===== src/hw/rtl/wpm_pkg.sv =====
package wpm_pkg;

	// Depth of the pattern store, in bytes.
	localparam int MAX_PATTERN = 32;
	// Active-position vector covers positions 0..MAX_PATTERN.
	localparam int POS_W = MAX_PATTERN + 1;
	// Length counter must hold MAX_PATTERN itself.
	localparam int LEN_W = $clog2(MAX_PATTERN + 1);
	// Index into the pattern store.
	localparam int IDX_W = $clog2(MAX_PATTERN);
	// Levels of the parallel-prefix star closure.
	localparam int CL_LEVELS = $clog2(POS_W);

	localparam logic [7:0] SYM_STAR = 8'h2A;
	localparam logic [7:0] SYM_ONE  = 8'h3F;

	typedef enum logic [1:0] {
		CMD_PATTERN = 2'd0,
		CMD_TEXT    = 2'd1,
		CMD_END     = 2'd2
	} cmd_t;

	// What the pattern store shows of the current pattern, per position.
	typedef struct packed {
		logic [MAX_PATTERN-1:0] valid;    // position lies inside the pattern
		logic [MAX_PATTERN-1:0] star;     // valid and holds '*'
		logic [MAX_PATTERN-1:0] one;      // valid and holds '?'
		logic [MAX_PATTERN-1:0] eq;       // stored byte equals the text byte
		logic [LEN_W-1:0]       len;
		logic                   overflow;
	} pat_view_t;

	// Controls from the top level to the active-vector unit.
	typedef struct packed {
		logic step;     // advance by one text byte
		logic rearm;    // restart at position zero
	} nfa_ctl_t;

	// An active '*' at position i also activates position i+1, repeatedly
	// through runs of stars. Done as a log-depth prefix: generate is the
	// active bit, propagate into position j is "position j-1 is a star".
	function automatic logic [POS_W-1:0] star_closure(
		input logic [POS_W-1:0]       act,
		input logic [MAX_PATTERN-1:0] star
	);
		logic [POS_W-1:0] g;
		logic [POS_W-1:0] p;
		g = act;
		p = {star, 1'b0};
		for (int lvl = 0; lvl < CL_LEVELS; lvl++) begin
			g = g | (p & (g << (1 << lvl)));
			p = p & (p << (1 << lvl));
		end
		return g;
	endfunction

endpackage


===== src/hw/rtl/wpm_pattern_store.sv =====
module wpm_pattern_store
	import wpm_pkg::*;
(
	input  logic       clk,
	input  logic       arst_n,
	input  logic       wr_en,
	input  logic [7:0] wr_sym,
	input  logic       wr_last,
	input  logic [7:0] txt_sym,
	output pat_view_t  view
);

	logic [7:0]             byte_q [MAX_PATTERN];
	logic [MAX_PATTERN-1:0] valid_q;
	logic [LEN_W-1:0]       len_q;
	logic                   ovf_q;
	logic                   complete_q;

	logic [MAX_PATTERN-1:0] base_valid;
	logic [LEN_W-1:0]       base_len;
	logic                   base_ovf;
	logic                   room;

	// A byte arriving after a finished pattern starts a new one.
	assign base_valid = complete_q ? '0 : valid_q;
	assign base_len   = complete_q ? '0 : len_q;
	assign base_ovf   = complete_q ? 1'b0 : ovf_q;
	assign room       = base_len < LEN_W'(MAX_PATTERN);

	always_ff @(posedge clk or negedge arst_n) begin
		if (!arst_n) begin
			valid_q    <= '0;
			len_q      <= '0;
			ovf_q      <= 1'b0;
			complete_q <= 1'b1;
		end else if (wr_en) begin
			complete_q <= wr_last;
			if (room) begin
				valid_q <= base_valid | (MAX_PATTERN'(1) << base_len[IDX_W-1:0]);
				len_q   <= base_len + LEN_W'(1);
				ovf_q   <= base_ovf;
			end else begin
				valid_q <= base_valid;
				len_q   <= base_len;
				ovf_q   <= 1'b1;
			end
		end
	end

	always_ff @(posedge clk) begin
		if (wr_en && room) begin
			byte_q[base_len[IDX_W-1:0]] <= wr_sym;
		end
	end

	always_comb begin
		for (int i = 0; i < MAX_PATTERN; i++) begin
			view.valid[i] = valid_q[i];
			view.star[i]  = valid_q[i] && (byte_q[i] == SYM_STAR);
			view.one[i]   = valid_q[i] && (byte_q[i] == SYM_ONE);
			view.eq[i]    = byte_q[i] == txt_sym;
		end
		view.len      = len_q;
		view.overflow = ovf_q;
	end

endmodule


===== src/hw/rtl/wpm_nfa.sv =====
module wpm_nfa
	import wpm_pkg::*;
(
	input  logic      clk,
	input  logic      arst_n,
	input  nfa_ctl_t  ctl,
	input  pat_view_t view,
	output logic      hit
);

	// Positions reached so far, kept before star closure; the closure is
	// applied on use against the pattern as it stands.
	logic [POS_W-1:0]       raw_q;
	logic [POS_W-1:0]       act;
	logic [MAX_PATTERN-1:0] lit_act;
	logic [MAX_PATTERN-1:0] adv;
	logic [MAX_PATTERN-1:0] stay;
	logic [POS_W-1:0]       next_raw;

	assign act      = star_closure(raw_q, view.star);
	assign lit_act  = act[MAX_PATTERN-1:0] & view.valid & ~view.star;
	assign adv      = lit_act & (view.one | view.eq);
	assign stay     = act[MAX_PATTERN-1:0] & view.star;
	assign next_raw = {adv, 1'b0} | {1'b0, stay};

	assign hit = (view.len != '0) && !view.overflow && act[view.len];

	always_ff @(posedge clk or negedge arst_n) begin
		if (!arst_n) begin
			raw_q <= POS_W'(1);
		end else if (ctl.rearm) begin
			raw_q <= POS_W'(1);
		end else if (ctl.step) begin
			raw_q <= next_raw;
		end
	end

endmodule


===== src/hw/rtl/wildcard_pattern_matcher.sv =====
// Whole-text wildcard matcher. Each input item carries a command in s_tuser:
// a pattern byte (s_tlast marks the final one, and the next pattern byte
// then starts a new pattern), a text byte, or an end-of-text request. In a
// pattern '*' matches any run of bytes, including none, and '?' exactly one
// byte. Only the end-of-text item produces a result: m_tdata bit 0 says
// whether the text since the last rearm matched the whole pattern, m_tuser
// says the pattern was longer than the store (then the match is always 0).
// An empty pattern never matches. Any pattern byte, and every end-of-text
// item, restarts the text. The block takes one item every clock cycle while
// no end-of-text item is stalled. That rate is set by the active-position
// vector, which is read, advanced by one byte with star closure, and written
// back in the same cycle, so each item must see the vector its predecessor
// left. An end-of-text item passes through the input register and then, when
// the result register is free, into the result register, from which its
// result is presented. Input backpressure comes only from an end-of-text
// item that finds the result register still occupied. No clearing pass is
// needed after reset.
module wildcard_pattern_matcher
	import wpm_pkg::*;
(
	input  logic       clk,
	input  logic       arst_n,
	input  logic       s_tvalid,
	output logic       s_tready,
	input  logic [7:0] s_tdata,    // [7:0] symbol
	input  logic [1:0] s_tuser,    // [1:0] command
	input  logic       s_tlast,    // last pattern byte
	output logic       m_tvalid,
	input  logic       m_tready,
	output logic [7:0] m_tdata,    // [0] matched, [7:1] zero
	output logic       m_tuser     // [0] pattern_overflow
);

	// Input register stage.
	logic       valid_s1;
	cmd_t       cmd_s1;
	logic [7:0] sym_s1;
	logic       last_s1;

	// Result register.
	logic out_valid_q;
	logic matched_q;
	logic ovf_q;

	logic      stall;
	logic      advance;
	logic      is_pat;
	logic      is_end;
	nfa_ctl_t  ctl;
	pat_view_t view;
	logic      hit;

	// Only an end-of-text item needs the result register to be free.
	assign stall    = valid_s1 && (cmd_s1 == CMD_END) && out_valid_q && !m_tready;
	assign advance  = valid_s1 && !stall;
	assign s_tready = !valid_s1 || !stall;

	always_comb begin
		is_pat   = 1'b0;
		is_end   = 1'b0;
		ctl.step = 1'b0;
		unique case (cmd_s1)
			CMD_PATTERN: is_pat   = 1'b1;
			CMD_TEXT:    ctl.step = advance;
			CMD_END:     is_end   = 1'b1;
			default: begin
				// The unused command code is consumed and does nothing.
			end
		endcase
		ctl.rearm = advance && (is_pat || is_end);
	end

	always_ff @(posedge clk or negedge arst_n) begin
		if (!arst_n) begin
			valid_s1 <= 1'b0;
		end else if (s_tready) begin
			valid_s1 <= s_tvalid;
		end
	end

	always_ff @(posedge clk) begin
		if (s_tvalid && s_tready) begin
			cmd_s1  <= cmd_t'(s_tuser);
			sym_s1  <= s_tdata;
			last_s1 <= s_tlast;
		end
	end

	wpm_pattern_store u_store (
		.clk     (clk),
		.arst_n  (arst_n),
		.wr_en   (advance && is_pat),
		.wr_sym  (sym_s1),
		.wr_last (last_s1),
		.txt_sym (sym_s1),
		.view    (view)
	);

	wpm_nfa u_nfa (
		.clk    (clk),
		.arst_n (arst_n),
		.ctl    (ctl),
		.view   (view),
		.hit    (hit)
	);

	always_ff @(posedge clk or negedge arst_n) begin
		if (!arst_n) begin
			out_valid_q <= 1'b0;
		end else if (advance && is_end) begin
			out_valid_q <= 1'b1;
		end else if (m_tready) begin
			out_valid_q <= 1'b0;
		end
	end

	always_ff @(posedge clk) begin
		if (advance && is_end) begin
			matched_q <= hit;
			ovf_q     <= view.overflow;
		end
	end

	assign m_tvalid = out_valid_q;
	assign m_tdata  = {7'd0, matched_q};
	assign m_tuser  = ovf_q;

endmodule


===== config.mk =====
export PLATFORM = sky130hd
export DESIGN_NAME = wildcard_pattern_matcher
export DESIGN_NICKNAME = d
export VERILOG_FILES = /design/src/hw/rtl/wpm_pkg.sv /design/src/hw/rtl/wpm_pattern_store.sv /design/src/hw/rtl/wpm_nfa.sv /design/src/hw/rtl/wildcard_pattern_matcher.sv
export SDC_FILE = /design/constraint.sdc
export NUM_CORES = 1
export LEC_CHECK = 0
export BUFFER_PORTS_ARGS = -buffer_cell sky130_fd_sc_hd__clkbuf_2
export CORE_MARGIN = 5
export CORE_UTILIZATION = 39
export CTS_CLUSTER_DIAMETER = 100
export DETAILED_ROUTE_END_ITERATION = 10
export SYNTH_ARGS = -nofsm -noshare
export SYNTH_HDL_FRONTEND = slang
export SYNTH_HIERARCHICAL = 1
export SYNTH_SLANG_ARGS = --single-unit

===== constraint.sdc =====
create_clock -name clk -period 3.94 [get_ports clk]
set_input_delay 0.591 -clock clk [delete_from_list [all_inputs] [get_ports clk]]
set_output_delay 0.591 -clock clk [all_outputs]
set_load 0.02 [all_outputs]

Word level (Yosys, flattened, before mapping). Memory sizes are Yosys's and may differ from the RTL's. Cells that the tools add are included.

Register bits: 88. RAM bits: 256. Input bits: 15. Output and inout port bits: 11. Logic and storage cells: 244. Memories kept: 1.

Add/subtract/negate cells: 1. Order comparisons: 2. Equality and inequality tests: 99. Shift-type cells: 1. Multiplexer cells: 17. Bitwise logic cells: 25. Reductions and logical operators: 86.

Memories: u_store.byte_q (depth 32, width 8, read ports 32, clocked after Yosys merged registers in 0, wr ports 1, line wpm_pattern_store.sv:13) `logic [7:0] byte_q [MAX_PATTERN];`.

Operators by type and width (number): equality test 8 x 6 -> 1 bit, second input constant (64); AND 33 bit (11); equality test 8 bit (32); OR 33 bit (6); AND 32 bit (4); logical AND 1 bit (75); two-way mux 33 bit (2); two-way mux 32 bit (2); OR 32 bit (2); OR 33 x 32 -> 33 bit (1); inverter 32 bit (1); << shifter 1 x 5 -> 32 bit, first input constant (1); two-way mux 6 bit (2); two-way mux 1 bit (10); less-than comparator 6 x 7 -> 1 bit, second input constant (1); adder 6 x 1 -> 6 bit, second input constant (1); binary-select mux 1 bit (select 6 bit) (1); less-than comparator 6 bit, second input constant (1); nonzero test 6 bit (1); zero test 1 bit (4); nonzero test 2 bit (2); equality test 2 x 1 -> 1 bit, second input constant (1); equality test 2 bit, second input constant (1); zero test 2 bit (1); other kinds (3) (4).

Depth between registers and ports, before layout. Gate-level depths: netlist (run 1). An unclocked memory read counts as a cell.

Depth in word-level cells: 21. Mapped depth: 13. Gate-level depth less buffers: 12.

Hierarchy. Netlist (run 1), hierarchy kept.

Modules (own cells, without submodules): wpm_pattern_store (times used 1, cells an instance 1013, area each 13382.8 um^2, sequential area each 8689.6 um^2); wpm_nfa (times used 1, cells an instance 446, area each 3225.6 um^2, sequential area each 827.0 um^2); wildcard_pattern_matcher (times used 1, cells an instance 37, area each 588.1 um^2, sequential area each 440.4 um^2).

Worst setup path before layout (run 1). OpenSTA, ideal clock, no wires.

Path kind: flip-flop to flip-flop. Start point: memory u_store.byte_q[4][7]. End point: register matched_q, data pin. Library setup time: 145 ps. Arrival: 3110 ps. Data required time: 3795 ps. Slack: 685 ps. Stages on the path, launching flop included: 12. Buffers on the path: 0. Period minus slack after synthesis: 3255 ps. Cells stage by stage: edfxtp_1 > or3_1 > nor4_1 > nand2_1 > a32oi_1 > o21ai_2 > o31a_1 > o31a_1 > o21ai_2 > a211oi_1 > o31a_1 > o21ai_1.

RTL lines: start, declared (line wpm_pattern_store.sv:13); end signal, assigned (line wildcard_pattern_matcher.sv:119) `matched_q <= hit;`; end, declared (line wildcard_pattern_matcher.sv:42) `logic matched_q;`.

==> flow_summary.ini, run 1 <==
[logic_synthesis]
ys.flop_type = edfxtp_1
ys_types = 81
ys_top_cells_by_area = edfxtp_1, xnor2_1, dfrtp_1
netlist_area_sq_um = 17200
yosysSeqAreaShare_pct = 57.90
yosys_warnings = 6
synth-async-reset-ratio_pct = 21.80
synth-edff-count = 269
ys_ff_latch = 344
synth_cells = 1496
yosysTopAreaCell = edfxtp_1
synth_top_area_share_pct = 46.97
avgSynthCellArea_sq_um = 11.49

[clocking]
cts.path.max_buffers = 3
post-cts-setup-buffers = 0
cts-hold-fix-buffers = 0
clock_latency_ns = 0.53
numCtsBuffers = 39
htreeDepth = 2
cts_resized = 0
clockRootBuffer = clkbuf_16
cts.clk_slew.worst_paths_ns = 0.06
cts_tree = yes
cts_sinks = 344

[grt]
grt_pass1_wl_um = 68480
gr-total-overflow = 0
antenna_found_initial = 0
grt_max_degree = 66
first_global_vias = 11990
grt_usage_pct = 17.96

[place]
place_congestion = 0.9260
portBuffers = 18
placed_cells = 2100
hpwl_um = 29050

[timing]
timing.setup.tns_ns = 0
slew_headroom_pct = 36.24
hold_ws_ns = 0.2159
rsz0062_at_grt = no
worst_slew_pin_slew_ns = 0.9564
max_freq_ghz = 0.2758
skew_ns = 0.01600
hold_viol_final = 0
timing.final.crit_share_pct = 92.03
fin_crit_ns = 3.626
finalSetupViolations = 0
finalMaxSlewViolations = 0

[worst_setup_path]
cp-endpoint = matched_q$_DFFE_PP_
r2r_slack_ns = 0.31
cp.required_ns = 4.32
worst_setup_path_start_kind = flop
cp.depth = 11
cp_slowest_stage_delay_ns = 0.50
cp_max_fo = 4
rr_worst_depth = 11
cp_slowest_cell = nor4_1
cp.arrival_ns = 4.00
worst-path-buf-inv = 0
critical_path_class = flop to flop
reg2reg_to = matched_q$_DFFE_PP_
cp_top_family = compound AO/OA/AOI/OAI gates
cp-end-kind = flop
crit_start = u_store/byte_q[2][7]$_DFFE_PP_
critical_path.cell_chain = or3_1 > nor4_1 > and3_1 > a22oi_1 > o41ai_2 > o31a_1 > a21boi_1 > a311o_1 > nor3_1 > o31ai_1 > o21ai_1
timing.rr.start = u_store/byte_q[2][7]$_DFFE_PP_

[floorplan]
die-width_um = 220.0
start_util_pct = 39.14
design.die.area_sq_um = 48390
fp.dieH_um = 220.0
io_pins = 26
core_area_sq_um = 43930
rows = 77

[power]
power_leakage_nw = 6.063
peakVddDrop_mv = 0.2485
p_per_area_nw_per_um2 = 472.6

[drt]
viasPerCell = 5.570
wl_per_cell_um = 20.13
vias = 12090
wirelength_um = 43700
drt_first_pass_iters = 7
drt.antenna.violating_nets = 0
drc_errors = 0
drt-initial-drc-count = 963

[flow_run]
maxCapViolCount = 0

[final_layout]
area_growth_pct = 13.70
antennaDiodeCount = 0
drive_above_1_share_pct = 10.20
instances_no_fill = 2171
final_cell_mix = edfxtp_1, xnor2_1, nor2_1
final_nets = 1565
layout_commonest_cell = edfxtp_1
nFillCells = 4024

[outcome]
status = completed

[worst_hold_path]
hold_class = input pin to async pin
report_power, final:
group          total (mW)  switching (mW)  internal, mW
Combinational        1.18           0.740         0.443
Clock                3.65            1.39          2.26
Sequential           4.41           0.293          4.11
registers in the layout, summed over array words and instances, names as in the netlist, 2 cells and up:
name / count
u_store/len_q: 6
u_store/byte_q: 256
cmd_s1: 2
u_nfa/raw_q: 33
sym_s1: 8
u_store/valid_q: 32
cell families (layout without fill, tap and decap cells):
| group | after synthesis | count (layout) | synth area share [%] |
|---|---|---|---|
| flip-flops | 344 | 344 | 57.90 |
| adder cells (fa/ha/maj) | 1 | 1 | 0.07275 |
| XOR/XNOR | 256 | 256 | 13.04 |
| buffers and inverters | 103 | 180 | 2.823 |
| other | 1 | 7 | 0.02181 |
| multiplexers | 2 | 2 | 0.1237 |
| AND/OR/NAND/NOR | 540 | 540 | 16.10 |
| AO/OA/AOI/OAI | 249 | 249 | 9.917 |
worst min-delay path by stage:
stage	endpoint	slack [ns]	depth (start not counted)
final	u_store/valid_q[28]$_DFFE_PN0P_	0.22	1
after global routing	sym_s1[1]$_DFFE_PP_	0.22	1
after CTS	sym_s1[1]$_DFFE_PP_	0.22	1
after detailed placement	u_store/complete_q$_DFFE_PN1P_	0.50	2
after global placement	u_store/complete_q$_DFFE_PN1P_	0.50	2
after floorplan	m_tvalid$_DFFE_PN0P_	0.30	0
per-layer routing:
| layer | wire (um) | up-vias | track usage [%] |
|---|---|---|---|
| li1 | - | 5663 | - |
| met2 | 20410 | 384 | 29.45 |
| met1 | 19250 | 5949 | 24.24 |
| met4 | 1406 | 0 | 5.700 |
| met3 | 2636 | 97 | 3.407 |
| met5 | 0 | - | 0 |
synthesized netlist by cell type (all sizes together), types with 21 or more instances:
cell    count
nand2      80
edfxtp    269
nand4      99
buf        54
nor4       33
nand3      52
dfrtp      73
xnor2     256
clkbuf     21
nor2      170
o21ai      67
inv        28
or3        31
a21oi      49
metrics by stage:
step	setup slack (ns)	utilization, %	area [sq um]	total power, mW
floorplan	0.6846	-	17220	5.227
global placement	0.4250	41.53	18240	5.626
detailed placement	0.4463	41.53	18240	5.644
CTS	0.4074	44.51	19550	9.313
global route	0.1292	44.51	19550	9.615
finish	0.3139	44.51	19550	9.241
area by class of cell:
cell class                 count  area, sq um  area share (%)
sequential                   344         9957           50.92
multi-input combinational   1055         6788           34.72
clock buffer                  58         1140           5.830
tap                          592        740.7           3.788
timing repair buffer          81        653.1           3.340
clock inverter                13        168.9          0.8639
inverter                      28        105.1          0.5375
Power figures use the tool's default switching activity.
==> run 2, diff against run 1 <==
--- a/config.mk
+++ b/config.mk
@@ -5,11 +5,12 @@
 export SDC_FILE = /design/constraint.sdc
 export NUM_CORES = 1
 export LEC_CHECK = 0
-export BUFFER_PORTS_ARGS = -buffer_cell sky130_fd_sc_hd__clkbuf_2
+export CORE_ASPECT_RATIO = 0.7
 export CORE_MARGIN = 5
 export CORE_UTILIZATION = 39
 export CTS_CLUSTER_DIAMETER = 100
 export DETAILED_ROUTE_END_ITERATION = 10
+export DONT_BUFFER_PORTS = 1
 export SYNTH_ARGS = -nofsm -noshare
 export SYNTH_HDL_FRONTEND = slang
 export SYNTH_HIERARCHICAL = 1
==> run 2 against run 1 <==
Final cell count fell by 1.0%. Combinational power hardly changed. Non-clock buffer count is 19 lower. Sequential cell count unchanged. Critical path depth is 2 higher. Power is 3.9% lower. Critical endpoint unchanged. Largest cell class unchanged.
==> flow_summary.ini, run 2 (synthesis gave the netlist of run 1 again) <==
[outcome]
status = completed

[final_layout]
regArea_sq_um = 9957
final_nets = 1543
area_growth_pct = 12.58
largest_reg_flops = 256
drive_above_1_share_pct = 9.196
layout_commonest_cell = edfxtp_1
antennaDiodeCount = 0
stdcell_area_sq_um = 19360
final_cell_mix = edfxtp_1, xnor2_1, nor2_1
multi_input_area_sq_um = 6814
nFillCells = 4019

[floorplan]
design.die.area_sq_um = 48460
fp.dieH_um = 185.7
io_pins = 26
rows = 64
start_util_pct = 39.40
die-width_um = 261.0
core_area_sq_um = 43640

[clocking]
clockRootBuffer = clkbuf_16
htreeDepth = 2
cts_tree = yes
clock_latency_ns = 0.54
cts.path.max_buffers = 3
cts.clk_slew.worst_paths_ns = 0.07
cts_sinks = 344
numCtsBuffers = 36
post-cts-setup-buffers = 0

[power]
power_leakage_nw = 5.922
peakVddDrop_mv = 0.2390
p_per_area_nw_per_um2 = 458.7
total_power_mw = 8.880

[worst_setup_path]
critical_path.cell_chain = nand4_1 > or3_1 > nor4_1 > buf_4 > inv_1 > a2111oi_0 > a41oi_1 > nand2_1 > a41o_1 > o21ai_0 > a311oi_1 > o311ai_0 > o21ai_1
cp_slowest_cell = a2111oi_0
cp.arrival_ns = 4.02
crit_start = u_store/byte_q[8][3]$_DFFE_PP_
cp-end-kind = flop
critical_path_class = flop to flop
cp.required_ns = 4.32
cp_slowest_stage_delay_ns = 0.48
cp_max_fo = 6
worst_setup_path_start_kind = flop
timing.rr.start = u_store/byte_q[8][3]$_DFFE_PP_

[grt]
gr-total-overflow = 0
grt_pass1_wl_um = 72030
grt_max_degree = 76
antenna_found_initial = 1
grt_usage_pct = 19.03
first_global_vias = 11890

[place]
hpwl_um = 31520
portBuffers = 0
place_congestion = 0.9166
place_area_sq_um = 18180

[drt]
drt-initial-drc-count = 1270
vias = 12200
viasPerCell = 5.677
wirelength_um = 46380
drc_errors = 0
drt_first_pass_iters = 5
wl_per_cell_um = 21.58
drt.antenna.violating_nets = 0

[timing]
finalMaxSlewViolations = 0
fin_crit_ns = 3.638
worst_slew_pin_slew_ns = 1.130
hold_viol_final = 0
finalSetupViolations = 0
timing.setup.tns_ns = 0
max_freq_ghz = 0.2749
skew_ns = 0.01880
slew_headroom_pct = 24.48
rsz0062_at_grt = no
timing.final.crit_share_pct = 92.32

[worst_hold_path]
min_from = s_tdata[1]
hold_class = input pin to flop

[flow_run]
maxCapViolCount = 0
[run 2: what timing repair did]
item	in CTS	in global routing
gates resized for setup	0	3
hold endpoints to repair	75	0
endpoints found under the setup margin	0	1
hold buffers	2	0
[run 2: worst paths after layout]
check | endpoint | slack, ns | cells after the start
hold / removal | sym_s1[1]$_DFFE_PP_ | 0.15 | 0
setup / recovery | matched_q$_DFFE_PP_ | 0.30 | 13
min in group asynchronous | u_nfa/raw_q[31]$_DFFE_PN0P_ | 0.68 | 2
setup reg to reg | matched_q$_DFFE_PP_ | 0.30 | 13
hold reg to reg | u_nfa/raw_q[0]$_DFFE_PN1P_ | 0.51 | 2
max in group asynchronous | u_nfa/raw_q[0]$_DFFE_PN1P_ | 2.91 | 2
[run 2: per-layer routing]
metal | up-vias | wire (um) | track usage (%)
met5 | - | 0 | 0
met4 | 0 | 762 | 3.866
met3 | 66 | 4036 | 4.462
met2 | 475 | 18370 | 26.22
met1 | 6037 | 23210 | 30.41
li1 | 5622 | - | -
[run 2: metrics by stage]
step	setup slack [ns]	utilization, %	hold WS (ns)	std cells
2_1_floorplan	0.6846	-	0.2954	1502
3_3_place_gp	0.1627	41.65	0.3017	2081
3_5_place_dp	0.1159	41.65	0.3014	2081
4_1_cts	0.1180	44.32	0.1293	2149
5_1_grt	0.08666	44.36	0.1278	2149
6_report	0.3025	44.36	0.1480	2149
[run 2: cell type report]
class,instances,area share [%]
clock buffers,47,5.241
clock inverters,19,0.5817
inverters,28,0.5429
multi-input cells,1055,35.20
flip-flops and latches,344,51.43
well taps,594,3.839
repair buffers,62,3.167
[run 2: report_power, final]
part	internal (mW)	switching, mW
clock	1.83	1.44
sequential	4.11	0.338
combinational	0.432	0.724
total	6.38	2.50
[run 2: critical path, delay by kind of cell, from the launching register on]
| family | cells | cell delay (ns) |
|---|---|---|
| AND/OR/NAND/NOR | 4 | 1.00 |
| AO/OA/AOI/OAI | 7 | 1.68 |
| buffers and inverters | 2 | 0.42 |
| flip-flops | 1 | 0.39 |
